`config.mk`:
```
export PLATFORM = sky130hd
export DESIGN_NAME = bfsp_relax_unit
export DESIGN_NICKNAME = d
export VERILOG_FILES = /design/src/hw/rtl/assert_macros.svh /design/src/hw/rtl/bfsp_pkg.sv /design/src/hw/rtl/bfsp_relax_unit.sv
export SDC_FILE = /design/constraint.sdc
export NUM_CORES = 1
export LEC_CHECK = 0
export ABC_CLOCK_PERIOD_IN_PS = 2850
export BUFFER_PORTS_ARGS = -buffer_cell sky130_fd_sc_hd__buf_2
export CAP_MARGIN = 20
export CORE_ASPECT_RATIO = 0.5
export CORE_MARGIN = 1
export CORE_UTILIZATION = 45
export DETAILED_ROUTE_END_ITERATION = 8
export GPL_TIMING_DRIVEN = 0
export PLACE_DENSITY = 0.72
export SLEW_MARGIN = 20
export SYNTH_ARGS = -nofsm -noshare
export SYNTH_HDL_FRONTEND = slang
export SYNTH_SLANG_ARGS = --single-unit
```
`constraint.sdc`:
```
create_clock -name clock -period 2.85 [get_ports clock]
set_input_delay 0.1425 -clock clock [delete_from_list [all_inputs] [get_ports clock]]
set_output_delay 0.1425 -clock clock [all_outputs]
set_load 0.02 [all_outputs]
```
`src/hw/rtl/assert_macros.svh`:
```
// assertion helpers shared by the rtl files
// both expect a clock named clock and a synchronous reset named reset in scope
`ifndef ASSERT_MACROS_SVH
`define ASSERT_MACROS_SVH

// same-cycle implication
`define BFSP_ASSERT_NOW(label, cond, consequent, msg) \
   label: assert property (@(posedge clock) disable iff (reset) (cond) |-> (consequent)) \
      else $error(msg);

// next-cycle implication
`define BFSP_ASSERT_NEXT(label, cond, consequent, msg) \
   label: assert property (@(posedge clock) disable iff (reset) (cond) |=> (consequent)) \
      else $error(msg);

`endif

```
`src/hw/rtl/bfsp_pkg.sv`:
```
// ----------------------------------------------------------------------------
// bfsp_pkg
// Shared codes, widths and the interface types of the relaxation unit.
// ----------------------------------------------------------------------------
package bfsp_pkg;

   localparam int VERTEX_BITS      = 8;
   localparam int FIELD_COST_WIDTH = 16;
   localparam int DIST_BITS        = 32;
   localparam int VCOUNT_BITS      = 9;
   localparam int VCOUNT_RESET     = 256;

   localparam logic [1:0] OP_ADD_EDGE = 2'd0;
   localparam logic [1:0] OP_RUN      = 2'd1;
   localparam logic [1:0] OP_READ     = 2'd2;
   localparam logic [1:0] OP_CLEAR    = 2'd3;

   localparam logic KIND_RUN  = 1'b0;
   localparam logic KIND_READ = 1'b1;

   localparam logic signed [DIST_BITS-1:0] DIST_MAX = 32'sh7FFF_FFFF;
   localparam logic signed [DIST_BITS-1:0] DIST_MIN = 32'sh8000_0000;
   localparam logic signed [DIST_BITS-1:0] DIST_UNREACHED = DIST_MAX;

   typedef struct packed {
      logic                        load;
      logic signed [DIST_BITS-1:0] from_dist;
      logic signed [DIST_BITS-1:0] cost;
      logic signed [DIST_BITS-1:0] to_dist;
      logic                        to_reached;
   } relax_req_type;

   typedef struct packed {
      logic                        improve;
      logic signed [DIST_BITS-1:0] new_dist;
   } relax_rsp_type;

endpackage

```
`src/hw/rtl/bfsp_relax_unit.sv`:
```
// ----------------------------------------------------------------------------
// bfsp_relax_unit
// Shared relaxation unit: saturating distance plus cost, registered, then
// compared against the head vertex's current distance.
// ----------------------------------------------------------------------------
module bfsp_relax_unit (
   input  logic                   clock,
   input  bfsp_pkg::relax_req_type req,
   output bfsp_pkg::relax_rsp_type rsp
);

   import bfsp_pkg::*;

   logic signed [DIST_BITS:0]   sum_wide;
   logic signed [DIST_BITS-1:0] sum_sat;
   logic signed [DIST_BITS-1:0] sum_ff;

   always_comb begin
      sum_wide = {req.from_dist[DIST_BITS-1], req.from_dist}
               + {req.cost[DIST_BITS-1], req.cost};
      if (sum_wide[DIST_BITS] != sum_wide[DIST_BITS-1]) begin
         sum_sat = sum_wide[DIST_BITS] ? DIST_MIN : DIST_MAX;
      end else begin
         sum_sat = sum_wide[DIST_BITS-1:0];
      end
   end

   always_ff @(posedge clock) begin
      if (req.load) begin
         sum_ff <= sum_sat;
      end
   end

   assign rsp.new_dist = sum_ff;
   assign rsp.improve  = !req.to_reached || (sum_ff < req.to_dist);

endmodule

```
==> run metrics, run 1 <==
fmax=~360 MHz; worst-path cell chain=buf_2 > ha_1 > inv_1 > fa_1 > nor2b_1 > o31a_1 > o311ai_4 > a31oi_4 > o2111ai_4 > a21oi_2 > or2_4 > maj3_1; Max Slew Vio Count=0; fin crit period=between 2 and 3 ns; Worst path max stage delay=between 0.3 and 0.4 ns; critical path arrival=2.76 ns; Area growth syn-to-layout=25.5%; Worst-path clk slew=about 0.050 ns; Root Buffer=clkbuf_16; pre-CTS setup slack=-0.289 ns; sequential area share after synthesis=0.241; die width=~140 um; # rows=23; WL final=between 9000 and 10,000 um; Peak VDD IR=281 uV; core area=between 8000 and 9000 um2; RSZ-0062 raised after global routing=yes; crit path kind=in -> reg; Avg WL per Cell=13.7 um; syn_area_per_cell=about 8.9 um2; Final Hold Vio Count=0; Finished Cell Area=~5000 um2; initial core utilization=0.482; slowest library cell on the worst path=o311ai_4; maxcap violations=0; CTS tree=built; Largest Register=sum_ff; DIE HEIGHT=68.6 um; Worst Setup EP=sum_ff[11]$_DFFE_PP_; power share of the sequential group=0.296; DRC violations left=0; antenna cell count=0; I/O Pins=around 130; wl on met1=between 4000 and 5000 um; CP Max Fanout=5; setup TNS=0 ns; Main synth FF type=edfxtp_1; CTS sink count=32; ys async rst share=0; number of flops mapped to enable cells by yosys=32; initial antenna violation count=0; hold path depth=4; Switch Pwr=a little over 0.9 mW; first-pass GRT wire length=15,600 um; WL met2=about 4400 um; Total Power=2.42 mW; Max transition margin=0.524; Register Area=around 960 um2; met3 WL=582 um; HP Class=in -> reg; status=complete, no violations; post-layout net count=754; LEAKAGE=between 2 and 2.5 nW; placed instance area=4790 um2; commonest cells after routing, fill and taps aside=buf_2, ha_1, inv_1; Clk network pwr share=0.201; syn_nets=just over 600; Logic pwr share=0.502; most common cell after layout, fill and taps aside=buf_2; top flop regs=sum_ff (32); Unique masters post-synth=65; CTS buffer count=5; PwrDens=484 nW/um2; multi-input combinational cell area=between 2000 and 3000 um2; 1st-iter DRT viols=approximately 220; largest net degree at the start of global routing=33; Filler cells=~760; H-tree depth=2; area of the die=between 9000 and 10,000 um2; synthesized cell area=roughly 4000 um2; Vias=between 3,000 and 4,000; vias in the first global route=3,439; Largest register FFs=32; global placer's final weighted congestion=between 0.9 and 1; GRT overflow=0; aggregate global-route resource usage=0.211; uppermost layer routed=met4; Worst Slack Setup Final=just under 0.1 ns; Synthesis Warnings=0; IO Port Bufs=131; CTS Hold Bufs=0; Post-DRT Antenna Nets=0; crit share post-route=0.966; CP Capture Type=register; share of layout cells above drive strength 1=0.309; First-pass DRT Iterations=5; Sw Ratio=0.382; Critical Path RT=approximately 2.9 ns; CTS max path bufs=2; Int Pwr=approximately 1.5 mW; HPWL Detailed=8020 um; startpoint type of the worst setup path=input port; synthesized flop and latch total=32; Post-Syn Instances=around 450; Worst-Margin Slew=approximately 0.7 ns; Critical Path Start=req[33]; final setup vio count=0; drt via density=between 5 and 6
==> worst min-delay path by stage <==
stage	slack [ns]	to	startpoint
after floorplan	0.25	sum_ff[0]$_DFFE_PP_	req[97]
after global placement	0.60	rsp[32]	req[0]
after detailed placement	0.60	rsp[32]	req[0]
after CTS	0.34	sum_ff[0]$_DFFE_PP_	req[65]
after global routing	0.36	sum_ff[0]$_DFFE_PP_	req[65]
final	0.35	sum_ff[0]$_DFFE_PP_	req[65]
==> per-stage QoR <==
stage               hold WS [ns]  instances   util
floorplan                  0.255        447      -
global placement           0.602        690  0.578
detailed placement         0.604        690  0.578
CTS                        0.336        700  0.597
global route               0.357        704  0.604
finish                     0.349        704  0.604
==> kinds of logic after synthesis <==
logic type      Yosys count  synth area share
fa+ha+maj                67             0.210
compound gates          170             0.309
buf+inv                  62            0.0677
xor+xnor                 25            0.0549
mux                       2           0.00502
flops                    32             0.241
simple gates             89             0.113
==> area by class of cell <==
class                           count  area share
Multi-Input combinational cell    353       0.559
Sequential cell                    32       0.192
Timing Repair Buffer              137       0.140
Inverter                           45      0.0337
Tap cell                          112      0.0280
Clock buffer                        7      0.0265
Buffer                             17      0.0202
Clock inverter                      1    0.000749
==> critical path: cells and delay by family <==
family,cells,cell delay [ns]
compound gates,5,1.31
fa+ha+maj,3,0.76
simple gates,2,0.38
buf+inv,2,0.17
==> cells in the mapped netlist (2+ instances only) <==
master	n	area, um2
xnor2_1	14	123
o31a_1	2	17.5
or2_2	2	12.5
xor2_1	11	96.3
buf_2	3	15.0
nand4_1	10	62.6
o21ai_0	22	110
buf_6	4	45.0
a21oi_1	38	190
o41ai_2	2	32.5
nand3_1	7	35.0
clkbuf_1	8	30.0
nor2b_1	6	37.5
a211o_1	4	35.0
a31oi_1	5	31.3
mux2i_1	2	20.0
o21ai_1	3	15.0
nand2_1	26	97.6
o21bai_1	4	30.0
o31ai_1	7	52.6
a2111oi_0	3	26.3
a211oi_1	9	67.6
ha_1	63	788
and2_1	2	12.5
nor3_2	2	20.0
o211ai_1	6	45.0
a21o_1	25	188
o21a_1	6	45.0
a311oi_1	2	17.5
o21ai_2	4	35.0
nor3_1	7	35.0
a21oi_2	9	78.8
maj3_1	3	30.0
nor2_1	19	71.3
edfxtp_1	32	961
inv_1	45	169
nand2b_1	2	12.5
==> per-layer routing <==
| layer | vias up | track usage |
|---|---|---|
| li1 | 1971 | - |
| met5 | - | 0 |
| met4 | 0 | 0.0295 |
| met3 | 4 | 0.0351 |
| met1 | 1708 | 0.284 |
| met2 | 125 | 0.369 |
==> power by group through the flow <==
stage          logic [mW]  clock network, mW  registers [mW]
2_1_floorplan       0.729                  0           0.837
3_3_place_gp         1.17                  0           0.727
3_5_place_dp         1.19                  0           0.729
4_1_cts              1.20              0.497           0.720
5_1_grt              1.37              0.521           0.732
6_report             1.22              0.488           0.718
==> what timing repair did <==
action / 4_1_cts / 5_1_grt
pin swaps: 2 / 2
setup endpoints to repair: 2 / 31
gates resized for setup: 1 / 6
buffers inserted: 2 / 4
(Power assumes the default switching activity.)
==> run 2: changes to the inputs <==
--- a/config.mk
+++ b/config.mk
@@ -14,6 +14,7 @@
 export DETAILED_ROUTE_END_ITERATION = 8
 export GPL_TIMING_DRIVEN = 0
 export PLACE_DENSITY = 0.72
+export SETUP_SLACK_MARGIN = 0.5
 export SLEW_MARGIN = 20
 export SYNTH_ARGS = -nofsm -noshare
 export SYNTH_HDL_FRONTEND = slang
==> run metrics, run 2 (same netlist as run 1, synthesis figures left out) <==
Peak VDD IR=263 uV (-6.5%); CTS buffer count=5 (unchanged); Max transition margin=0.522 (-0.00147); Worst-path clk slew=0.05 ns (about the same); crit share post-route=0.909 (-0.0576); CP Max Fanout=7 (+2); IO Port Bufs=131 (unchanged); WL met2=5360 um (+23%); Clk network pwr share=0.179 (-0.022); Worst path max stage delay=0.34 ns (-0.03 ns); worst-path cell chain=buf_6 > ha_4 > inv_2 > fa_2 > nor2b_4 > o31a_1 > o311ai_4 > a31oi_4 > o2111ai_4 > a21oi_4 > o21ai_4 > buf_12 > buf_12 > o41ai_4; vias in the first global route=3,776 (+9.8%); CTS tree=built; uppermost layer routed=met4; die width=135 um (unchanged); post-layout net count=795 (+5.4%); First-pass DRT Iterations=5 (unchanged); LEAKAGE=2.70 nW (+12%); HPWL Detailed=8150 um (+1.6%); Post-DRT Antenna Nets=0 (unchanged); CP Capture Type=register; Largest Register=sum_ff; maxcap violations=0 (unchanged); 1st-iter DRT viols=161 (-28%); Int Pwr=1.68 mW (+12%); first-pass GRT wire length=17,300 um (+11%); CTS Hold Bufs=0 (unchanged); I/O Pins=132 (unchanged); Critical Path RT=2.85 ns (about the same); antenna cell count=0 (unchanged); share of layout cells above drive strength 1=0.430 (+0.121); area of the die=9270 um2 (unchanged); RSZ-0062 raised after global routing=yes; Max Slew Vio Count=0 (unchanged); H-tree depth=2 (unchanged); Switch Pwr=1.06 mW (+14%); slowest library cell on the worst path=o311ai_4; met3 WL=537 um (-7.7%); Sw Ratio=0.386 (+0.00384); final setup vio count=0 (unchanged); most frequent CP cell=buf_12; # rows=23 (unchanged); fin crit period=2.59 ns (-0.164 ns); startpoint type of the worst setup path=input port; Logic pwr share=0.558 (+0.056); Filler cells=657 (-13%); most common cell after layout, fill and taps aside=buf_2; Final Hold Vio Count=0 (unchanged); Vias=4,040 (+6.1%); PwrDens=474 nW/um2 (-1.9%); status=complete, no violations; core area=8290 um2 (unchanged); Root Buffer=clkbuf_16; wl on met1=5040 um (+8.3%); CTS max path bufs=2 (unchanged); commonest cells after routing, fill and taps aside=buf_2, ha_1, inv_1; global placer's final weighted congestion=0.897 (-2.4%); Finished Cell Area=5760 um2 (+15%); initial antenna violation count=0 (unchanged); WL final=11,100 um (+15%); Area growth syn-to-layout=44.3%; largest net degree at the start of global routing=33 (unchanged); final core utilization=0.695 (+0.0904); HP Class=in -> reg; DIE HEIGHT=68.6 um (unchanged); crit path kind=in -> reg; fmax=386 MHz (+6.3%); Worst-Margin Slew=0.717 ns (+0.00220 ns); critical path arrival=2.59 ns (-0.17 ns); Avg WL per Cell=14.9 um (+8.7%); drt via density=5.43 (+0.39%); CTS sink count=32 (unchanged); placed instance area=4830 um2 (+0.86%); DRC violations left=0 (unchanged); GRT overflow=0 (unchanged); Largest register FFs=32 (unchanged); aggregate global-route resource usage=0.238 (+0.0267); power share of the sequential group=0.263 (-0.033); top flop regs=sum_ff (32); initial core utilization=0.482 (unchanged)
-- run 2: metrics by stage --
| step | cells | power, mW | setup slack, ns | hold slack, ns | TNS [ns] |
|---|---|---|---|---|---|
| 2_1_floorplan | 447 | 1.58 | 0.271 | 0.255 | 0 |
| 3_3_place_gp | 690 | 1.91 | -0.188 | 0.605 | -5.13 |
| 3_5_place_dp | 690 | 1.93 | -0.232 | 0.605 | -6.12 |
| 4_1_cts | 738 | 2.64 | 0.337 | 0.298 | 0 |
| 5_1_grt | 744 | 2.91 | 0.173 | 0.338 | 0 |
| 6_report | 744 | 2.73 | 0.260 | 0.302 | 0 |
-- run 2: path summary, 6_finish.rpt --
kind,slack [ns],depth (start not counted),from,end
min,0.30,4,req[33],sum_ff[0]$_DFFE_PP_
max,0.26,14,req[65],sum_ff[25]$_DFFE_PP_
-- run 2: critical path: cells and delay by family --
family | cells | cell delay [ns]
AND/OR/NAND/NOR | 1 | 0.05
buffers and inverters | 4 | 0.44
adder cells (fa/ha/maj) | 2 | 0.38
AO/OA/AOI/OAI | 7 | 1.58
-- run 2: power by group through the flow --
| stage | sequential, mW | combinational [mW] | clock, mW |
|---|---|---|---|
| after floorplan | 0.837 | 0.741 | 0 |
| after global placement | 0.727 | 1.18 | 0 |
| after detailed placement | 0.726 | 1.20 | 0 |
| after CTS | 0.718 | 1.43 | 0.495 |
| after global routing | 0.730 | 1.66 | 0.517 |
| final | 0.719 | 1.53 | 0.488 |
-- run 2: layout make-up --
cell class	count	area, um2	share of cell area
Multi-Input combinational cell	353	3130	0.544
Clock buffer	5	125	0.0217
Inverter	45	169	0.0293
Timing Repair Buffer	178	1080	0.188
Clock inverter	2	7.51	0.00130
Buffer	17	140	0.0243
Sequential cell	32	961	0.167
Tap cell	112	140	0.0243
-- run 2: timing repair --
action                                  CTS  global route
gates resized for setup                  60            24
endpoints found under the setup margin   33            32
gates cloned                              4             0
pin swaps                                41            13
buffers inserted                         37             6
-- run 2: metal layers --
metal	up-vias	GRT usage
li1	2049	-
met1	1852	0.303
met2	124	0.431
met3	15	0.0365
met4	0	0.0576
met5	-	0
==> run 3: changes to the inputs <==
--- a/config.mk
+++ b/config.mk
@@ -14,6 +14,7 @@
 export DETAILED_ROUTE_END_ITERATION = 8
 export GPL_TIMING_DRIVEN = 0
 export PLACE_DENSITY = 0.72
+export REMOVE_ABC_BUFFERS = 1
 export SETUP_SLACK_MARGIN = 0.5
 export SLEW_MARGIN = 20
 export SYNTH_ARGS = -nofsm -noshare
==> run metrics, run 3 (same netlist as run 1, synthesis figures left out) <==
status=complete, no violations; fmax=400 MHz (+3.6%); Final Hold Vio Count=0 (unchanged); RSZ-0062 raised after global routing=yes; Worst path max stage delay=0.34 ns (about the same); IO Port Bufs=131 (unchanged); Post-DRT Antenna Nets=0 (unchanged); largest net degree at the start of global routing=33 (unchanged); fin crit period=2.50 ns (-0.0895 ns); Vias=3,902 (-3.4%); most common cell after layout, fill and taps aside=buf_2; Avg WL per Cell=14.5 um (-2.5%); I/O Pins=132 (unchanged); crit share post-route=0.877 (-0.0314); final core utilization=0.669 (-0.0263); wl on met1=4880 um (-3.1%); worst-path cell chain=buf_6 > ha_4 > inv_2 > fa_2 > nor2b_2 > o31a_1 > o311ai_4 > a31oi_4 > o2111ai_4 > a21oi_4 > or2_4 > maj3_2; Peak VDD IR=231 uV (-12%); share of layout cells above drive strength 1=0.409 (-0.0214); GRT overflow=0 (unchanged); crit path kind=in -> reg; area of the die=9270 um2 (unchanged); drt via density=5.49 (+1.1%); CTS Hold Bufs=0 (unchanged); Root Buffer=clkbuf_16; WL met2=4870 um (-9.2%); critical path arrival=2.52 ns (-0.07 ns); CTS tree=built; global placer's final weighted congestion=0.884 (-1.4%); HPWL Detailed=7770 um (-4.7%); CP Capture Type=register; met3 WL=499 um (-7.1%); maxcap violations=0 (unchanged); Max transition margin=0.501 (-0.0211); CP bufs+invs=2 (-2); hold_ws=0.316 ns (+0.0143 ns); commonest cells after routing, fill and taps aside=buf_2, ha_1, inv_1; HP Class=in -> reg; setup TNS=0 ns (unchanged); Area growth syn-to-layout=38.8%; startpoint type of the worst setup path=input port; post-layout net count=762 (-4.2%); initial antenna violation count=0 (unchanged); DIE HEIGHT=68.6 um (unchanged); vias in the first global route=3,511 (-7.0%); CP Max Fanout=4 (-3); hold path depth=4 (unchanged); CTS max path bufs=2 (unchanged); aggregate global-route resource usage=0.219 (-0.0194); First-pass DRT Iterations=4 (-1); top flop regs=sum_ff (32); uppermost layer routed=met4; initial core utilization=0.482 (unchanged); placed cell count=674 (-2.3%); Final Non-Filler Cells=711 (-4.4%); final setup vio count=0 (unchanged); Largest Register=sum_ff; Filler cells=669 (+1.8%); PwrDens=475 nW/um2 (+0.22%); WHS Endpoint=sum_ff[0]$_DFFE_PP_; Critical Path Start=req[33]; die width=135 um (unchanged); CTS buffer count=5 (unchanged); first-pass GRT wire length=16,100 um (-7.1%); slowest library cell on the worst path=o31a_1; WL final=10,300 um (-6.8%); Max Slew Vio Count=0 (unchanged); core area=8290 um2 (unchanged); DRC violations left=0 (unchanged); # rows=23 (unchanged); 1st-iter DRT viols=203 (+26%); hold wc startpoint=req[65]; Worst-path clk slew=0.05 ns (about the same); LEAKAGE=2.56 nW (-5.2%); H-tree depth=2 (unchanged); antenna cell count=0 (unchanged); CTS sink count=32 (unchanged); Critical Path RT=2.87 ns (+0.02 ns); Largest register FFs=32 (unchanged); Worst-Margin Slew=0.749 ns (+0.0317 ns); Top delay family on crit path=compound AO/OA/AOI/OAI gates
-- run 3: cell types whose count changed in the layout (fill, tap and decap cells not counted), sizes merged --
cell and delta:
buf -27, clkbuf -7, o21ai +1
-- run 3: power by group --
group	switching (mW)	total, mW	internal [mW]
clock network	0.180	0.492	0.312
logic	0.784	1.43	0.647
registers	0.0511	0.711	0.660
total	1.02	2.63	1.62
-- run 3: worst max path at each step --
| stage | to | slack [ns] | cells past startpoint |
|---|---|---|---|
| 6_report | sum_ff[4]$_DFFE_PP_ | 0.35 | 12 |
| 3_3_place_gp | sum_ff[3]$_DFFE_PP_ | -1.19 | 12 |
| 2_1_floorplan | sum_ff[3]$_DFFE_PP_ | -0.38 | 11 |
| 4_1_cts | sum_ff[26]$_DFFE_PP_ | 0.37 | 14 |
| 3_5_place_dp | sum_ff[5]$_DFFE_PP_ | -0.57 | 12 |
| 5_1_grt | sum_ff[7]$_DFFE_PP_ | 0.25 | 14 |
-- run 3: worst min-delay path: stages --
cell and delay (ns):
buf_6 0.07, ha_4 0.11, inv_1 0.04, o21ai_2 0.11
-- run 3: layer usage --
layer | vias up | GRT usage
met2 | 110 | 0.390
met4 | 0 | 0.0351
met1 | 1802 | 0.292
met5 | - | 0
li1 | 1984 | -
met3 | 6 | 0.0285
-- run 3: area by class of cell --
class	count	area [um2]	share of cell area
Clock inverter	2	7.51	0.00135
Inverter	45	169	0.0305
Multi-Input combinational cell	354	3160	0.569
Sequential cell	32	961	0.173
Timing Repair Buffer	161	983	0.177
Clock buffer	5	125	0.0226
Tap cell	112	140	0.0253
-- run 3: metrics by stage --
stage | cell area, um2 | total power, mW | setup slack (ns)
floorplan | 3890 | 1.54 | -0.376
detailed placement | 4710 | 1.89 | -0.573
global placement | 4690 | 1.86 | -1.19
CTS | 5370 | 2.56 | 0.368
finish | 5540 | 2.63 | 0.350
global route | 5540 | 2.81 | 0.253
-- run 3: timing repair --
| item | CTS | global route |
|---|---|---|
| pin swaps | 37 | 20 |
| setup endpoints to repair | 33 | 32 |
| setup buffers | 24 | 3 |
| cloned | 2 | 1 |
| gates resized for setup | 64 | 27 |
